<file path="config.mk">
export PLATFORM = sky130hd
export DESIGN_NAME = gcm_denom
export DESIGN_NICKNAME = d
export VERILOG_FILES = /design/src/rtl/gcm_pkg.sv /design/src/rtl/gcm_denom.sv
export SDC_FILE = /design/constraint.sdc
export NUM_CORES = 1
export LEC_CHECK = 0
export ABC_AREA = 1
export BUFFER_PORTS_ARGS = -buffer_cell sky130_fd_sc_hd__buf_2
export CAP_MARGIN = 20
export CORE_MARGIN = 2
export CORE_UTILIZATION = 49
export DETAILED_ROUTE_END_ITERATION = 8
export PLACE_DENSITY = 0.71
export REMOVE_ABC_BUFFERS = 1
export SYNTH_ARGS = -nofsm -noshare
export SYNTH_HDL_FRONTEND = slang
export SYNTH_SLANG_ARGS = --single-unit
</file>
<file path="constraint.sdc">
create_clock -name clk -period 8.85 [get_ports clk]
set_input_delay 1.77 -clock clk [delete_from_list [all_inputs] [get_ports clk]]
set_output_delay 1.77 -clock clk [all_outputs]
set_load 0.05 [all_outputs]
</file>
<file path="src/rtl/gcm_pkg.sv">
package gcm_pkg;

  localparam int DENOM_COUNT = 5;
  localparam int AMT_W       = 20;
  localparam int CNT_W       = 10;
  localparam int FACE_W      = 16;
  localparam int Q_W         = CNT_W + 1;
  localparam int IDX_W       = 3;
  localparam int PROD_W      = CNT_W + FACE_W;
  localparam int WIDE_W      = AMT_W + Q_W;

  localparam logic [FACE_W-1:0] FACE_RESET [DENOM_COUNT] =
    '{16'd10, 16'd50, 16'd100, 16'd500, 16'd1000};

  typedef enum logic [1:0] {
    ST_OK      = 2'd0,
    ST_INVALID = 2'd1,
    ST_SHORT   = 2'd2
  } status_t;

  typedef struct packed {
    logic [AMT_W-1:0]                   rem;
    logic [DENOM_COUNT-1:0][CNT_W-1:0]  stock;
    logic [DENOM_COUNT-1:0][CNT_W-1:0]  pay;
    logic [FACE_W-1:0]                  short_val;
  } pipe_t;

  typedef struct packed {
    logic [AMT_W-1:0] part;
    logic [Q_W-1:0]   q;
  } div_t;

  // restoring division bits hi down to lo
  function automatic div_t div_bits(input logic [AMT_W-1:0] part,
                                    input logic [Q_W-1:0]   q,
                                    input logic [FACE_W-1:0] face,
                                    input int hi, input int lo);
    div_t r;
    logic [WIDE_W-1:0] sh;
    r.part = part;
    r.q    = q;
    for (int b = Q_W - 1; b >= 0; b--) begin
      if (b <= hi && b >= lo) begin
        sh = WIDE_W'(face) << b;
        if (WIDE_W'(r.part) >= sh) begin
          r.part = r.part - sh[AMT_W-1:0];
          r.q[b] = 1'b1;
        end
      end
    end
    return r;
  endfunction

endpackage

</file>
<file path="src/rtl/gcm_denom.sv">
module gcm_denom #(
  parameter int IDX = 0
) (
  input  logic                   clk,
  input  logic                   rst_n,
  input  logic [gcm_pkg::FACE_W-1:0] face,
  input  logic                   in_vld,
  input  gcm_pkg::pipe_t         in_pipe,
  output logic                   out_vld,
  output gcm_pkg::pipe_t         out_pipe
);
  import gcm_pkg::*;

  logic              a_vld_r, b_vld_r, c_vld_r, d_vld_r, e_vld_r;
  pipe_t             a_pipe_r, b_pipe_r, c_pipe_r, d_pipe_r, e_pipe_r;
  logic              a_sat_r, b_sat_r, c_sat_r;
  div_t              a_div_r, b_div_r, c_div_r;
  logic [PROD_W-1:0] d_prod_r;

  div_t              a_div_nxt, b_div_nxt, c_div_nxt;
  logic              a_sat_nxt, need_gt;
  logic [CNT_W-1:0]  take, avail;
  pipe_t             d_pipe_nxt, e_pipe_nxt;

  always_comb begin
    a_sat_nxt = WIDE_W'(in_pipe.rem) >= (WIDE_W'(face) << Q_W);
    a_div_nxt = div_bits(in_pipe.rem, '0, face, Q_W - 1, 7);
    b_div_nxt = div_bits(a_div_r.part, a_div_r.q, face, 6, 3);
    c_div_nxt = div_bits(b_div_r.part, b_div_r.q, face, 2, 0);
  end

  always_comb begin
    avail      = c_pipe_r.stock[IDX];
    need_gt    = c_sat_r || (c_div_r.q > Q_W'(avail));
    take       = need_gt ? avail : c_div_r.q[CNT_W-1:0];
    d_pipe_nxt = c_pipe_r;
    d_pipe_nxt.pay[IDX] = take;
    if (need_gt) begin
      d_pipe_nxt.short_val = face;
    end
    e_pipe_nxt     = d_pipe_r;
    e_pipe_nxt.rem = d_pipe_r.rem - d_prod_r[AMT_W-1:0];
  end

  always_ff @(posedge clk) begin
    if (!rst_n) begin
      a_vld_r <= 1'b0;
      b_vld_r <= 1'b0;
      c_vld_r <= 1'b0;
      d_vld_r <= 1'b0;
      e_vld_r <= 1'b0;
    end else begin
      a_vld_r <= in_vld;
      b_vld_r <= a_vld_r;
      c_vld_r <= b_vld_r;
      d_vld_r <= c_vld_r;
      e_vld_r <= d_vld_r;
    end
    a_pipe_r <= in_pipe;
    a_sat_r  <= a_sat_nxt;
    a_div_r  <= a_div_nxt;
    b_pipe_r <= a_pipe_r;
    b_sat_r  <= a_sat_r;
    b_div_r  <= b_div_nxt;
    c_pipe_r <= b_pipe_r;
    c_sat_r  <= b_sat_r;
    c_div_r  <= c_div_nxt;
    d_pipe_r <= d_pipe_nxt;
    d_prod_r <= PROD_W'(take) * PROD_W'(face);
    e_pipe_r <= e_pipe_nxt;
  end

  assign out_vld  = e_vld_r;
  assign out_pipe = e_pipe_r;

endmodule

</file>
==> summary.txt <==
Status = complete, no violations
Dpl hpwl = 52800 um
Setup crit start kind = input pin
CTS Hold Bufs = 0
DIE AREA = 62000 um2
Min Tclk post-route = 8.32 ns
Synth area leader = dfxtp_1
Synth unique cells = 57
Starting density of the core = 49.7%
Worst Setup End Kind = flip-flop
Worst-path clk slew = 0.06 ns
Post-place setup slack = -0.178 ns
#FFs+latches synth = 731
Post-layout util = 60.4%
Mapped Cells = 3095
Clock buffer depth = 3
Fin Setup TNS = 0 ns
CP required = 9.39 ns
Site row count = 89
F_max = 120 MHz
Area Growth Syn to Fin = 21.5%
Vias per inst = 4.94
WHS = 0.303 ns
Tcrit/Tclk final = 94.0%
Top cells by count, synth = dfxtp_1 (731), nand2_1 (611), inv_1 (362)
Vias in the first global route = 21200
Final Skew = 0.0363 ns
Area of the multi-input gates = 13200 um2
Cell area after synthesis = 29400 um2
Slowest-stage cell, CP = fa_1
1st-iter DRT viols = 1139
Most common cell in the synthesized netlist = dfxtp_1
Fillers = 5056
Total Wirelength = 69300 um
Max VDD drop = 0.332 mV
Grt ovf = 0
Register area share after synthesis = 49.7%
Pwr dens = 411 nW/um2
Core area = 59200 um2
I/O Buffers = 281
EDFF count, synth = 0
CP max stage delay = 0.44 ns
Hold Path Class = reg -> reg
Die height = 249 um
Post-synth top flop = dfxtp_1
GRT Util Overall = 22.3%
Routed Antenna Nets = 0
Reg area = 14600 um2
Yosys top cell area share = 49.7%
Root Buffer = clkbuf_16
Crit path kind = in -> reg
Layout Nets = 4124
Top fanout value on the critical path = 23
Max H-tree Level = 3
Worst EP arrival = 8.86 ns
Cell count after placement = 4327
Count of final setup violators = 0
Layout cells sized above 1 = 18.9%
First-pass GRT wire length = 109000 um
Drt drc = 0
Ys Warns = 0
Gpl congestion = 0.942
Max cap viols = 0
Largest net degree at the start of global routing = 35
Avg WL per Cell = 15.6 um
Syn avg cell area = 9.51 um2
Ys async rst share = 0%
CP dominant cell by count = nand2_1
Final Slew Violations = 0
Synth area leaders = dfxtp_1 (50%), ha_1 (9.8%), nand2_1 (7.8%)
Total leakage power = 17.7 nW
Least-Margin Pin Slew = 1.04 ns
TritonCTS Buffers = 72
CTS tree = built
1st-pass router iterations = 6
Clk sinks = 731
Initial antenna violation count = 8
Max-slew headroom = 30.3%
Finished Layout Cells = 4456
Worst setup margin = 0.533 ns
I/O Pins = 292
Vias = 22000
Die X = 249 um
Clk_lat worst skew = 0.63 ns
Final Hold Vio Count = 0
==> cell type report <==
class	count	area share, %
Sequential cell	731	40.9
Multi-Input combinational cell	1950	37.0
Timing Repair Buffer	497	8.64
Clock buffer	94	5.49
Inverter	378	3.99
Tap cell	773	2.70
Clock inverter	29	1.23
Antenna cell	4	0.0280
==> through the flow <==
step	instance area (um2)	power [mW]
floorplan	29200	9.73
global placement	33300	11.5
detailed placement	33300	11.7
CTS	35700	14.8
global route	35800	16.0
finish	35800	14.7
==> final timing paths <==
check | startpoint | slack (ns) | depth (start not counted) | end
worst max-delay path | face[5] | 0.53 | 46 | b_div_r[28]
worst min-delay path | b_div_r[5] | 0.30 | 0 | c_div_r[5]
worst max register to register | avail[4] | 1.22 | 32 | d_prod_r[18]
worst min register to register | b_div_r[5] | 0.30 | 0 | c_div_r[5]
==> cells in the final DEF (no fill, tap or decap), types with 7 or more instances in the layout <==
master,n
xor2_1,79
clkbuf_1,14
nand3b_1,10
o21a_1,12
o21bai_1,18
nand2_2,8
a21oi_1,172
a31oi_1,10
o21ai_0,131
and2_1,10
or2_2,24
dfxtp_1,731
clkinv_1,9
a21o_1,14
fa_1,108
o211ai_1,15
buf_4,211
o21ai_1,18
o21ai_2,22
clkbuf_8,8
clkbuf_16,72
nand2_1,611
nor3_1,27
buf_2,281
xnor2_1,44
ha_1,231
nand4_1,29
nor2_1,157
nand3_1,139
inv_1,362
clkinv_2,7
==> worst max-delay path, delay by kind of cell <==
kind,cells,cell delay (ns)
xor gates and xnor gates,1,0.18
buffers and inverters,10,1.36
adders and majority gates,4,1.45
AOI/OAI and AO/OA,12,1.90
and+or+nand+nor,19,2.17
==> power by group <==
group	internal (mW)	switching [mW]
sequential	3.72	0.123
clock	1.72	1.29
combinational	3.21	4.61
total	8.66	6.03
==> state kept, by name (all words and copies together) (netlist names), 10 cells and up <==
| register | count |
|---|---|
| a_div_r | 24 |
| a_pipe_r | 119 |
| avail | 10 |
| b_div_r | 28 |
| b_pipe_r | 123 |
| c_div_r | 11 |
| c_pipe_r | 116 |
| d_pipe_r | 136 |
| d_prod_r | 20 |
| out_pipe | 136 |
==> per-layer routing <==
layer,part of all wire [%],vias up,global-route usage (%)
met5,0.017,-,0
met4,4.2,2,10.2
met3,7.3,176,4.58
met2,46,646,37.1
met1,42,10100,28.0
li1,-,11100,-
==> kinds of logic after synthesis <==
family          synth area share (%)
buf+inv                         5.52
simple gates                    15.3
xor+xnor                        3.66
compound gates                  8.66
fa+ha+maj                       17.2
flops                           49.7
==> repair_timing <==
item,4_1_cts,5_1_grt
setup buffers,0,2
gates resized for setup,0,17
endpoints found under the setup margin,0,31
hold endpoints to repair,0,0
Power figures use the tool's default switching activity.
